### src/rtl/pata_pkg.sv
// Package for the palette allocator / tiled address block.
// Holds sizes, address constants, status codes, FSM state and RAM request types.
// No dependencies.
package pata_pkg;

  localparam int FIRST_ENTRY  = 16;
  localparam int TABLE_DEPTH  = 256;
  localparam int TADDR_W      = (TABLE_DEPTH > 1) ? $clog2(TABLE_DEPTH) : 1;
  localparam int CNT_W        = 9;
  localparam int IDX_W        = 8;
  localparam int COLOUR_W     = 24;
  localparam int BADDR_W      = 15;
  localparam int X_W          = 9;
  localparam int Y_W          = 6;
  localparam int HEADER_BYTES = 'h300;
  localparam int LOGO_WIDTH   = 64;
  localparam int BANNER_WIDTH = 320;

  typedef enum logic [1:0] {
    STATUS_OK      = 2'd0,
    STATUS_FULL    = 2'd1,
    STATUS_OUTSIDE = 2'd2
  } status_e;

  typedef enum logic [1:0] {
    ST_IDLE,
    ST_SEARCH,
    ST_FINISH
  } state_e;

  typedef struct packed {
    logic                we;
    logic [TADDR_W-1:0]  waddr;
    logic [COLOUR_W-1:0] wdata;
    logic [TADDR_W-1:0]  raddr;
  } ram_req_t;

endpackage

### src/rtl/pata_addr_calc.sv
// Tiled byte address and image bound check for one pixel coordinate.
// Depends on pata_pkg.
module pata_addr_calc
  import pata_pkg::*;
(
  input  logic [X_W-1:0]     pixel_x_i,
  input  logic [Y_W-1:0]     pixel_y_i,
  input  logic               banner_i,
  output logic [BADDR_W-1:0] byte_address_o,
  output logic               outside_o
);

  logic [11:0]        in_tile;
  logic [2:0]         tile_row;
  logic [BADDR_W-1:0] row_term;

  // (x&7) + (y&7)*8 + (x>>3)*64 occupy disjoint bits
  assign in_tile  = {pixel_x_i[8:3], pixel_y_i[2:0], pixel_x_i[2:0]};
  assign tile_row = pixel_y_i[5:3];

  always_comb begin
    if (banner_i) begin
      row_term = BADDR_W'({tile_row, 11'd0}) + BADDR_W'({tile_row, 9'd0});
    end else begin
      row_term = BADDR_W'({tile_row, 9'd0});
    end
  end

  assign byte_address_o = BADDR_W'(HEADER_BYTES) + BADDR_W'(in_tile) + row_term;
  assign outside_o      = banner_i ? (pixel_x_i >= X_W'(BANNER_WIDTH))
                                   : (pixel_x_i >= X_W'(LOGO_WIDTH));

endmodule

### config.mk
export PLATFORM = sky130hd
export DESIGN_NAME = pata_addr_calc
export DESIGN_NICKNAME = d
export VERILOG_FILES = /design/src/rtl/pata_pkg.sv /design/src/rtl/pata_addr_calc.sv
export SDC_FILE = /design/constraint.sdc
export NUM_CORES = 1
export LEC_CHECK = 0
export ABC_AREA = 1
export BUFFER_PORTS_ARGS = -buffer_cell sky130_fd_sc_hd__buf_2
export CAP_MARGIN = 20
export CORE_AREA = 2 2 39 41
export DETAILED_ROUTE_END_ITERATION = 7
export DIE_AREA = 0 0 41 43
export PLACE_DENSITY = 0.64
export SYNTH_ARGS = -nofsm -noshare
export SYNTH_HDL_FRONTEND = slang
export SYNTH_SLANG_ARGS = --single-unit
### constraint.sdc
create_clock -name vclk -period 3.37
set_input_delay 0.8425 -clock vclk [all_inputs]
set_output_delay 0.8425 -clock vclk [all_outputs]
set_load 0.01 [all_outputs]
==> results.toml <==
[min_path]
hp-start = "pixel_x_i[1]"
hold_depth = 0
hold_class = "input pin to output pin"
min_to = "byte_address_o[1]"

[finish]
final_layout_size_suffix_gt1_share_pct = 42.4
areaGrowthSynthToFinish_pct = 22.7
clock_buffers = 0
regArea_um2 = 0
fin_nets = 94
layout.cells.non_filler = 82
diodes = 0
seq_cells = 0

[floorplanning]
start_util_pct = 27.1
dieArea_um2 = 1760
io_pins = 32
die_w_um = 41
die_h_um = 43
rows = 14
core_area_um2 = 1380

[critical_path]
cpLargestDelayFamily = "adder cells"
worstPathArrival_ns = 2.42
crit_type = "input pin to output pin"
cp_max_fo = 4
cp.buffers_inverters = 2
cpPeakStageDelay_ns = 0.28
cp.required_ns = 2.53
startpoint_type = "input pin"
endpoint_kind = "output pin"
cp_cell_sequence = "buf_2 -> ha_1 -> nand2_1 -> nand2_1 -> ha_4 -> ha_4 -> nand3_2 -> nand3_2 -> nand2_2 -> nand2_2 -> nand2_1 -> nand2_1 -> nand2_1 -> buf_2"
crit_path_frequent_cell = "nand2_1"
cp_slowest_cell = "ha_1"

[detailed_routing]
drc = 0
vias_per_cell = 4.16
wl_um = 681
detail_route.wl_per_cell_um = 8.30
drtPass1Iterations = 4
ant_nets = 0
route.vias.total = 341
drtIter0Drc = 2

[synthesis]
synth.distinct_cells = 14
netlist_top_cells_area = "ha_1 (30%), buf_4 (16%), nand2_1 (12%), inv_1 (8.0%), xor2_1 (7.0%)"
syn_area_um2 = 375
synth_common_cells = "nand2_1 (12), ha_1 (9), buf_4 (8), inv_1 (8), nand3_1 (4)"
yosysSeqAreaShare_pct = 0
synth_area_leader_cell = "ha_1"
netlist_instances = 56
yosysTopAreaCellShare_pct = 30.0
synth.avg_cell_area_um2 = 6.70
syn_nets = 82
yosysMostFrequentCell = "nand2_1"
synth_warnings = 0

[timing]
relSlewSlack_pct = 90.1
slew_violations = 0
finalHoldViolations = 0
setup_viol = 0
worst_pin_slew_ns = 0.148
min_period_over_period_pct = 96.9
period_minus_slack_ns = 3.27
whs_ns = 1.69
fin_tns_setup_ns = 0
timing.fmax_mhz = 306

[flow_run]
drv_cap = 0

[global_route]
grt_pass1_wl_um = 1030
gr-total-overflow = 0
track_usage_pct = 7.91
grt_max_degree = 6
first_global_vias = 290
antenna_found_initial = 0

[place]
placedCellCount = 82
portBuffers = 16
gp_congestion = 0.757
dp.final_hpwl_um = 591

[power]
p_per_area_nw_per_um2 = 207
totalPowerFinal_mw = 0.0951
p_leak_nw = 0.282
vdd_drop_max_mv = 0.104

[run_status]
status = "complete, no violations"
[worst max-delay path by stage]
stage / from / to / slack, ns / cells after the start
after floorplan: pixel_y_i[3] / byte_address_o[14] / 0.26 / 12
after global placement: pixel_y_i[3] / byte_address_o[14] / 0.02 / 14
after detailed placement: pixel_y_i[3] / byte_address_o[14] / -0.02 / 14
after CTS: pixel_y_i[3] / byte_address_o[14] / 0.01 / 14
after global routing: pixel_y_i[3] / byte_address_o[14] / -0.01 / 14
final: pixel_y_i[3] / byte_address_o[14] / 0.10 / 14
[placed cells by master (no fill, tap or decap), types with 3 or more instances in the layout]
| master | instances |
|---|---|
| xor2_1 | 3 |
| nand3_1 | 3 |
| ha_1 | 7 |
| buf_2 | 16 |
| inv_1 | 8 |
| nand2_1 | 12 |
[through the flow]
stage                     setup WS (ns)  instance area [um2]  util, %
after global placement           0.0150                  430     31.1
final                             0.103                  460     33.3
after floorplan                   0.256                  375        -
after detailed placement        -0.0163                  430     31.1
after global routing            -0.0128                  460     33.3
after CTS                        0.0150                  443     32.0
[power breakdown]
part | leakage, nW | switching [mW] | internal, mW
logic | 0.282 | 0.0495 | 0.0456
registers | 0 | 0 | 0
clock network | 0 | 0 | 0
[layer usage]
layer  part of all wire, %  track usage [%]  wire length [um]
met5                     0                0                 0
met4                     0                0                 0
met3                   8.4                0                57
met2                    50             15.6               341
met1                    41             9.24               282
[cell type report]
type | instances | area, um2
Tap cell | 16 | 20.0
Inverter | 10 | 37.5
Timing Repair Buffer | 18 | 95.1
Multi-Input combinational cell | 38 | 308
Fill cell | 161 | 923
[logic make-up after synthesis]
logic type / synth area share (%)
AND/OR/NAND/NOR: 30.3
buffers and inverters: 26.0
adder cells (fa/ha/maj): 35.3
XOR/XNOR: 7.00
AO/OA/AOI/OAI: 1.33
[timing repair]
item	4_1_cts	5_1_grt
buffers inserted	0	0
cloned	0	0
setup endpoints to repair	1	2
gates resized for setup	1	2
hold buffers	0	0
pin swaps	0	1
Note: power is estimated with default switching activity, not from simulation.
