===== config.mk =====
export PLATFORM = sky130hd
export DESIGN_NAME = pata_search
export DESIGN_NICKNAME = d
export VERILOG_FILES = /design/src/rtl/pata_pkg.sv /design/src/rtl/pata_search.sv
export SDC_FILE = /design/constraint.sdc
export NUM_CORES = 1
export LEC_CHECK = 0
export ABC_AREA = 1
export BUFFER_PORTS_ARGS = -buffer_cell sky130_fd_sc_hd__clkbuf_2
export CORE_MARGIN = 5
export CORE_UTILIZATION = 45
export DETAILED_ROUTE_END_ITERATION = 8
export PLACE_DENSITY = 0.69
export RECOVER_POWER = 50
export SKIP_CTS_REPAIR_TIMING = 1
export SYNTH_ARGS = -nofsm -noshare
export SYNTH_HDL_FRONTEND = slang
export SYNTH_SLANG_ARGS = --single-unit

===== constraint.sdc =====
create_clock -name clk_i -period 4.2 [get_ports clk_i]
set_clock_uncertainty 0.15 [all_clocks]
set_input_delay 0 -clock clk_i [delete_from_list [all_inputs] [get_ports clk_i]]
set_output_delay 0 -clock clk_i [all_outputs]
set_load 0.1 [all_outputs]

===== src/rtl/pata_pkg.sv =====
// Package for the palette allocator / tiled address block.
// Holds sizes, address constants, status codes, FSM state and RAM request types.
// No dependencies.
package pata_pkg;

  localparam int FIRST_ENTRY  = 16;
  localparam int TABLE_DEPTH  = 256;
  localparam int TADDR_W      = (TABLE_DEPTH > 1) ? $clog2(TABLE_DEPTH) : 1;
  localparam int CNT_W        = 9;
  localparam int IDX_W        = 8;
  localparam int COLOUR_W     = 24;
  localparam int BADDR_W      = 15;
  localparam int X_W          = 9;
  localparam int Y_W          = 6;
  localparam int HEADER_BYTES = 'h300;
  localparam int LOGO_WIDTH   = 64;
  localparam int BANNER_WIDTH = 320;

  typedef enum logic [1:0] {
    STATUS_OK      = 2'd0,
    STATUS_FULL    = 2'd1,
    STATUS_OUTSIDE = 2'd2
  } status_e;

  typedef enum logic [1:0] {
    ST_IDLE,
    ST_SEARCH,
    ST_FINISH
  } state_e;

  typedef struct packed {
    logic                we;
    logic [TADDR_W-1:0]  waddr;
    logic [COLOUR_W-1:0] wdata;
    logic [TADDR_W-1:0]  raddr;
  } ram_req_t;

endpackage


===== src/rtl/pata_search.sv =====
// Sequencer: walks the allocated palette entries one per cycle through the
// shared comparator, allocates on a miss and holds the result register.
// Depends on pata_pkg; drives pata_colour_ram.
module pata_search
  import pata_pkg::*;
(
  input  logic                clk_i,
  input  logic                rst_ni,
  input  logic                in_valid_i,
  output logic                in_ready_o,
  input  logic [COLOUR_W-1:0] rgb_i,
  input  logic [BADDR_W-1:0]  addr_i,
  input  logic                outside_i,
  output logic                out_valid_o,
  input  logic                out_ready_i,
  output logic [IDX_W-1:0]    colour_index_o,
  output logic [BADDR_W-1:0]  byte_address_o,
  output logic [1:0]          status_o,
  output ram_req_t            ram_req_o,
  input  logic [COLOUR_W-1:0] ram_rdata_i
);

  state_e state_q, state_d;

  logic [CNT_W-1:0]    fill_q, fill_d;
  logic [CNT_W-1:0]    ptr_q, ptr_d;
  logic [CNT_W-1:0]    cmp_idx_q, cmp_idx_d;
  logic                cmp_v_q, cmp_v_d;
  logic [COLOUR_W-1:0] rgb_q, rgb_d;
  logic [BADDR_W-1:0]  addr_q, addr_d;
  logic [IDX_W-1:0]    res_idx_q, res_idx_d;
  status_e             res_status_q, res_status_d;
  logic                out_valid_q, out_valid_d;
  logic [IDX_W-1:0]    out_idx_q, out_idx_d;
  logic [BADDR_W-1:0]  out_addr_q, out_addr_d;
  status_e             out_status_q, out_status_d;

  logic issue, match, full, slot_free;

  assign issue     = ptr_q < fill_q;
  assign match     = cmp_v_q && (ram_rdata_i == rgb_q);
  assign full      = fill_q >= CNT_W'(TABLE_DEPTH);
  assign slot_free = !out_valid_q || out_ready_i;

  always_comb begin
    state_d = state_q;
    case (state_q)
      ST_IDLE: begin
        if (in_valid_i) begin
          state_d = outside_i ? ST_FINISH : ST_SEARCH;
        end
      end
      ST_SEARCH: begin
        if (match || !issue) begin
          state_d = ST_FINISH;
        end
      end
      ST_FINISH: begin
        if (slot_free) begin
          state_d = ST_IDLE;
        end
      end
      default: state_d = ST_IDLE;
    endcase
  end

  always_comb begin
    in_ready_o    = 1'b0;
    fill_d        = fill_q;
    ptr_d         = ptr_q;
    cmp_idx_d     = cmp_idx_q;
    cmp_v_d       = 1'b0;
    rgb_d         = rgb_q;
    addr_d        = addr_q;
    res_idx_d     = res_idx_q;
    res_status_d  = res_status_q;
    out_idx_d     = out_idx_q;
    out_addr_d    = out_addr_q;
    out_status_d  = out_status_q;
    out_valid_d   = out_ready_i ? 1'b0 : out_valid_q;
    ram_req_o.we    = 1'b0;
    ram_req_o.waddr = fill_q[TADDR_W-1:0];
    ram_req_o.wdata = rgb_q;
    ram_req_o.raddr = ptr_q[TADDR_W-1:0];
    case (state_q)
      ST_IDLE: begin
        in_ready_o = 1'b1;
        if (in_valid_i) begin
          rgb_d  = rgb_i;
          addr_d = outside_i ? '0 : addr_i;
          ptr_d  = CNT_W'(FIRST_ENTRY);
          if (outside_i) begin
            res_idx_d    = '0;
            res_status_d = STATUS_OUTSIDE;
          end
        end
      end
      ST_SEARCH: begin
        cmp_v_d   = issue;
        cmp_idx_d = ptr_q;
        ptr_d     = ptr_q + CNT_W'(1);
        if (match) begin
          res_idx_d    = IDX_W'(cmp_idx_q);
          res_status_d = STATUS_OK;
        end else if (!issue) begin
          if (full) begin
            res_idx_d    = '0;
            res_status_d = STATUS_FULL;
          end else begin
            ram_req_o.we = 1'b1;
            res_idx_d    = IDX_W'(fill_q);
            res_status_d = STATUS_OK;
            fill_d       = fill_q + CNT_W'(1);
          end
        end
      end
      ST_FINISH: begin
        if (slot_free) begin
          out_valid_d  = 1'b1;
          out_idx_d    = res_idx_q;
          out_addr_d   = addr_q;
          out_status_d = res_status_q;
        end
      end
      default: begin
      end
    endcase
  end

  always_ff @(posedge clk_i or negedge rst_ni) begin
    if (!rst_ni) begin
      state_q     <= ST_IDLE;
      fill_q      <= CNT_W'(FIRST_ENTRY);
      cmp_v_q     <= 1'b0;
      out_valid_q <= 1'b0;
    end else begin
      state_q     <= state_d;
      fill_q      <= fill_d;
      cmp_v_q     <= cmp_v_d;
      out_valid_q <= out_valid_d;
    end
  end

  always_ff @(posedge clk_i) begin
    ptr_q        <= ptr_d;
    cmp_idx_q    <= cmp_idx_d;
    rgb_q        <= rgb_d;
    addr_q       <= addr_d;
    res_idx_q    <= res_idx_d;
    res_status_q <= res_status_d;
    out_idx_q    <= out_idx_d;
    out_addr_q   <= out_addr_d;
    out_status_q <= out_status_d;
  end

  assign out_valid_o    = out_valid_q;
  assign colour_index_o = out_idx_q;
  assign byte_address_o = out_addr_q;
  assign status_o       = out_status_q;

endmodule


==> results of run 1 <==
## worst max-delay path by stage
stage,startpoint,to
detailed placement,rgb_q[7],res_idx_q[0]
floorplan,state_q[1],addr_q[0]
global route,fill_q[8],ram_req_o[40]
global placement,rgb_q[20],res_idx_q[3]
finish,fill_q[8],ram_req_o[40]
CTS,fill_q[8],ram_req_o[40]
## metrics by stage
| stage | hold WS (ns) | util, % | std cells |
|---|---|---|---|
| 2_1_floorplan | -0.446 | - | 474 |
| 3_3_place_gp | -0.216 | 52.1 | 727 |
| 3_5_place_dp | -0.197 | 52.1 | 727 |
| 4_1_cts | -0.631 | 54.0 | 743 |
| 5_1_grt | 0.0170 | 58.5 | 799 |
| 6_report | -0.0107 | 58.5 | 799 |
## power groups by stage
stage | clock (mW) | combinational [mW] | sequential, mW
after floorplan | 0 | 0.747 | 2.55
after global placement | 0 | 1.88 | 1.70
after detailed placement | 0 | 1.90 | 1.71
after CTS | 0.643 | 1.90 | 1.68
after global routing | 0.688 | 2.00 | 1.71
final | 0.630 | 1.89 | 1.68
## cell usage after synthesis
cell type / number
nor2_2: 3
nand4_1: 15
o21a_1: 1
inv_4: 1
nand3_4: 1
nor3b_1: 1
nand3_1: 28
xnor2_1: 7
inv_1: 80
buf_4: 17
o31ai_1: 1
nand3b_1: 1
inv_2: 2
dfrtp_1: 12
nand2_4: 1
nand2_2: 1
or2_2: 1
buf_2: 2
nor4_1: 1
and2_1: 1
nor2_1: 55
nand3_2: 1
xor2_1: 6
edfxtp_1: 91
and3_1: 1
nor3_1: 4
o21ai_0: 6
a21oi_1: 18
nand2_1: 97
nor2_4: 1
o21ai_1: 1
ha_1: 11
clkbuf_1: 3
or2_1: 1
dfstp_2: 1
## cells by family (layout without fill, tap and decap cells)
family,Yosys count,count (layout),synth area share [%]
AOI/OAI and AO/OA,27,27,2.88
xor gates and xnor gates,13,13,2.34
adders and majority gates,11,11,2.83
buffers and inverters,105,290,9.53
DFF,104,104,63.0
and+or+nand+nor,214,214,19.5
## registers in the layout (all words and copies together), names as in the netlist
signal and cells:
addr_q 15, byte_address_o 15, cmp_idx_q 8, cmp_v_q 1
colour_index_o 8, fill_q 9, out_valid_o 1, ptr_q 9
res_idx_q 8, res_status_q 2, rgb_q 24, state_q 2
status_o 2
## metal layers
layer  routed length [um]  GRT usage, %  part of all wire, %
met2                 5850          27.4                   50
met5                    0             0                    0
met4                  238          6.10                  2.0
met1                 4880          21.9                   42
met3                  787          3.34                  6.7
## area by class of cell
class | instances | area share, %
timing repair buffer | 191 | 18.6
inverter | 83 | 5.01
clock inverter | 7 | 1.36
multi-input combinational | 265 | 21.4
tap | 140 | 2.80
clock buffer | 9 | 1.98
sequential | 104 | 48.9
==> summary.txt, run 1 <==
outcome - finished, violations left
failing checks - hold timing
first-pass GRT wire length - 17.0 mm
Gate Count Post-Synth - 474
CTS buffer count - 9
crit-path leading delay family - buffers and inverters
largest area contributor in the netlist - edfxtp_1
Power Density - 672 mW/mm^2
largest net degree at the start of global routing - 40
Post-Syn Area - 0.00486 mm^2
Antenna Violating Nets Remaining - 0
fill count - 937
Slew Viols, Final - 0
fraction of layout cells with a size suffix above 1 - 16.4%
root buf cell - clkbuf_8
Storage cell area - 0.00306 mm^2
# setup viols final - 0
worst path cell trace - inv_1 -> ha_1 -> nand2_1 -> o21a_1 -> nand2_2 -> nand2_4 -> inv_4 -> nand3_4 -> inv_1 -> clkbuf_2
DR pass1 iterations - 4
number of cells on the critical path - 10
Clock Pin Slew Worst Setup and Hold Paths - 0.11 ns
Area Growth Syn to Fin - 28.9%
CP arrival - 2.78 ns
port bufs - 135
critical path required time - 4.05 ns
critical path endpoint category - output pin
yosys warns - 0
sequential share of power - 40.0%
CTS sink cnt - 104
vias in the first global route - 3428
Hold Path Class - input port to flip-flop
final instance area - 0.00626 mm^2
Multi-input gate area - 0.00134 mm^2
most frequent cells in the layout - 97 x nand2_1, 91 x edfxtp_1, 80 x inv_1
Netlist cell types - 35
num rows - 38
Net Sw Frac - 51.9%
I/O pins - 136
die area - 0.0130 mm^2
max_slew headroom - 19.2%
Pwr Total - 4.21 mW
worst hold slack - -0.0107 ns
Psw - 2.18 mW
worst slew pin tran - 1.22 ns
minimum clock period - 2.93 ns
sequential area share after synthesis - 63.0%
maximum net fanout on the critical path - 20
total grt overflow - 0
DRC Markers - 0
ranking of synthesized cells by area - edfxtp_1 56%, nand2_1 7.5%, dfrtp_1 6.2%
Final Hold Viols - 2
slack of the critical path - 1.27 ns
GRT Util Overall - 16.6%
DR iter-0 viols - 215
Starting Density - 45.4%
H-Tree Depth - 3
most common cell after layout, fill and taps aside - nand2_1
die width - 114 um
routed vias - 3766
DP Wirelength - 8.18 mm
crit start category - flip-flop
placed cell area - 0.00557 mm^2
internal power - 2.02 mW
Max Freq - 342 MHz
Reg-to-Reg End - res_idx_q[3]
ant diodes - 0
Synthesized Nets - 553
maximum VDD drop - 639 uV
initial antenna violation count - 0
CTS tree - done
Worst Hold Depth - 2
DRT Wirelength - 11.8 mm
critical path class - flip-flop to output pin
DR WL/cell - 14.7 um
worst slack at placement - 1.62 ns
fin crit share - 69.6%
die extent in y - 114 um
RD Place Congestion - 0.903
most frequent CP cell - inv_1
nets@finish - 733
CP max-delay cell - inv_1
Mean Syn Cell Area - 10.3 um^2
hold path startpoint - outside_i
clock power share - 15.0%
Comb pwr share - 45.0%
hold endpoint - addr_q[13]
clock latency on the worst-skew pair - 0.38 ns
setup_tns - 0 ns
clock tree buffer depth - 2
core area - 0.0107 mm^2
worst stage delay on the critical path - 0.46 ns
reg2reg start - state_q[1]
RSZ-0062 raised after global routing - no
FF-to-FF path depth - 6
leakage - 2.76 nW
Seq cells post-synth - 104
Max-Cap Viols - 0
post-synth top area share - 56.2%
R2R setup slack - 1.57 ns
Worst Path Buf+Inv - 4
Avg Vias per Cell - 4.71
Power figures use the tool's default switching activity.
==> run 2: changes to the inputs <==
- clock period: 4.2 -> 2.75 ns (I/O delays scaled with it)
==> summary.txt, run 2 (synthesized netlist as in run 1, its figures left out) <==
Avg Vias per Cell - 4.68 (was 4.71)
crit-path leading delay family - simple AND/OR/NAND/NOR gates (was buffers and inverters)
total grt overflow - 0 (unchanged)
hold path startpoint - ram_rdata_i[14] (was outside_i)
hold endpoint - state_q[0] (was addr_q[13])
number of cells on the critical path - 13 (was 10)
routed vias - 3766 (unchanged)
I/O pins - 136 (unchanged)
vias in the first global route - 3469 (was 3428)
Slew Viols, Final - 0 (unchanged)
DR iter-0 viols - 282 (was 215)
clock latency on the worst-skew pair - 0.38 ns (about the same)
die extent in y - 114 um (unchanged)
most frequent CP cell - nand2_1 (was inv_1)
max_slew headroom - 18.5% (was 19.2%)
num rows - 38 (unchanged)
Hold Path Class - input port to flip-flop (unchanged)
H-Tree Depth - 3 (unchanged)
Reg-to-Reg End - res_idx_q[3] (unchanged)
Area Growth Syn to Fin - 30.3% (was 28.9%)
worst slew pin tran - 1.23 ns (was 1.22 ns)
final instance area - 0.00633 mm^2 (was 0.00626 mm^2)
most common cell after layout, fill and taps aside - nand2_1 (unchanged)
clock tree buffer depth - 2 (unchanged)
DRT Wirelength - 11.6 mm (was 11.8 mm)
Antenna Violating Nets Remaining - 0 (unchanged)
fraction of layout cells with a size suffix above 1 - 18.0% (was 16.4%)
Net Sw Frac - 51.7% (was 51.9%)
DRC Markers - 0 (unchanged)
GRT Util Overall - 16.6% (about the same)
root buf cell - clkbuf_8 (unchanged)
largest net degree at the start of global routing - 40 (unchanged)
worst path cell trace - inv_1 -> ha_1 -> nand2_1 -> nor2_1 -> nand2_1 -> nand3_1 -> nand2_1 -> nand2_2 -> nand2_4 -> inv_4 -> nand3_4 -> inv_1 -> buf_12 (was inv_1 -> ha_1 -> nand2_1 -> o21a_1 -> nand2_2 -> nand2_4 -> inv_4 -> nand3_4 -> inv_1 -> clkbuf_2)
ant diodes - 0 (unchanged)
port bufs - 135 (unchanged)
leakage - 2.81 nW (was 2.76 nW)
clock power share - 14.7% (was 15.0%)
DR pass1 iterations - 4 (unchanged)
critical path class - flip-flop to output pin (unchanged)
DP Wirelength - 8.24 mm (was 8.18 mm)
# setup viols final - 0 (unchanged)
maximum VDD drop - 717 uV (was 639 uV)
minimum clock period - 2.57 ns
die width - 114 um (unchanged)
sequential share of power - 39.6% (was 40.0%)
FF-to-FF path depth - 12 (was 6)
reg2reg start - fill_q[4] (was state_q[1])
maximum net fanout on the critical path - 10 (was 20)
CTS buffer count - 9 (unchanged)
Max-Cap Viols - 0 (unchanged)
Final Hold Viols - 0 (was 2)
max FFs per register - 24 (unchanged)
Worst Hold Depth - 7 (was 2)
crit start category - flip-flop (unchanged)
initial antenna violation count - 0 (unchanged)
fin crit share - 93.4%
Psw - 3.34 mW (was 2.18 mW)
nets@finish - 739 (was 733)
DR WL/cell - 14.4 um (was 14.7 um)
CP max-delay cell - dfstp_2 (was inv_1)
Worst Path Buf+Inv - 4 (unchanged)
CTS sink cnt - 104 (unchanged)
R2R setup slack - 0.41 ns (was 1.57 ns)
Clock Pin Slew Worst Setup and Hold Paths - 0.10 ns (was 0.11 ns)
CP arrival - 2.42 ns (was 2.78 ns)
Max Freq - 390 MHz
most frequent cells in the layout - 97 x nand2_1, 91 x edfxtp_1, 82 x clkbuf_2 (was 97 x nand2_1, 91 x edfxtp_1, 80 x inv_1)
core area - 0.0107 mm^2 (unchanged)
RSZ-0062 raised after global routing - no (unchanged)
worst stage delay on the critical path - 0.59 ns (was 0.46 ns)
worst hold slack - 0.126 ns (was -0.0107 ns)
first-pass GRT wire length - 16.7 mm (was 17.0 mm)
internal power - 3.12 mW (was 2.02 mW)
outcome - completed (was finished, violations left)
Final Util - 59.2% (was 58.5%)
Starting Density - 45.4% (unchanged)
CTS tree - done (unchanged)
Power Density - 1020 mW/mm^2 (was 672 mW/mm^2)
critical path required time - 2.60 ns (was 4.05 ns)
setup_tns - 0 ns (unchanged)
RD Place Congestion - 0.885 (was 0.903)
die area - 0.0130 mm^2 (unchanged)
critical path endpoint category - output pin (unchanged)
Comb pwr share - 45.7% (was 45.0%)
placed cell area - 0.00562 mm^2 (was 0.00557 mm^2)
Biggest register - rgb_q (unchanged)
run 2: changes by cell type in the layout (fill, tap and decap cells not counted), sizes merged:
cell and delta:
buf +7, clkbuf -1, clkinv -2, inv +2
run 2: worst register-to-register path, cell delays in order, from the launching register on:
cell,delay (ns)
dfstp_2,0.59
inv_1,0.10
ha_1,0.30
nand2_1,0.07
nor2_1,0.10
nand2_1,0.06
nand3_1,0.06
nand2_1,0.06
nand2_2,0.09
nor2_2,0.05
nand2_1,0.14
nand3_2,0.09
inv_2,0.19
run 2: final cells by class:
type | instances | area, um^2
clock buffer | 9 | 124
clock inverter | 7 | 77.6
fill | 906 | 4370
inverter | 83 | 314
multi-input combinational | 265 | 1350
sequential | 104 | 3060
tap | 140 | 175
timing repair buffer | 197 | 1230
run 2: worst max path at each step:
stage	startpoint	to
after detailed placement	fill_q[4]	res_idx_q[7]
after global routing	fill_q[4]	ram_req_o[40]
after floorplan	state_q[1]	addr_q[0]
after CTS	fill_q[4]	ram_req_o[40]
final	fill_q[4]	ram_req_o[40]
after global placement	fill_q[4]	res_status_q[0]
run 2: power by group through the flow:
stage	sequential [mW]	combinational [mW]	clock [mW]
after floorplan	3.89	1.15	0
after global placement	2.58	2.91	0
after detailed placement	2.60	2.95	0
after CTS	2.56	2.95	0.980
after global routing	2.61	3.10	1.05
final	2.56	2.95	0.950
run 2: metrics by stage:
stage | total power, mW | instances | setup slack (ns)
final | 6.46 | 805 | 0.183
after global routing | 6.76 | 805 | 0.00455
after CTS | 6.50 | 749 | 0.110
after detailed placement | 5.55 | 733 | 0.450
after global placement | 5.49 | 733 | 0.532
after floorplan | 5.04 | 474 | 0.0640
run 2: layer usage:
layer / vias up / global-route usage [%] / part of all wire (%)
met4: 0 / 5.15 / 2.1
met2: 107 / 28.2 / 52
met3: 22 / 5.09 / 6.6
met5: - / 0 / 0
li1: 1902 / - / -
met1: 1735 / 20.2 / 40
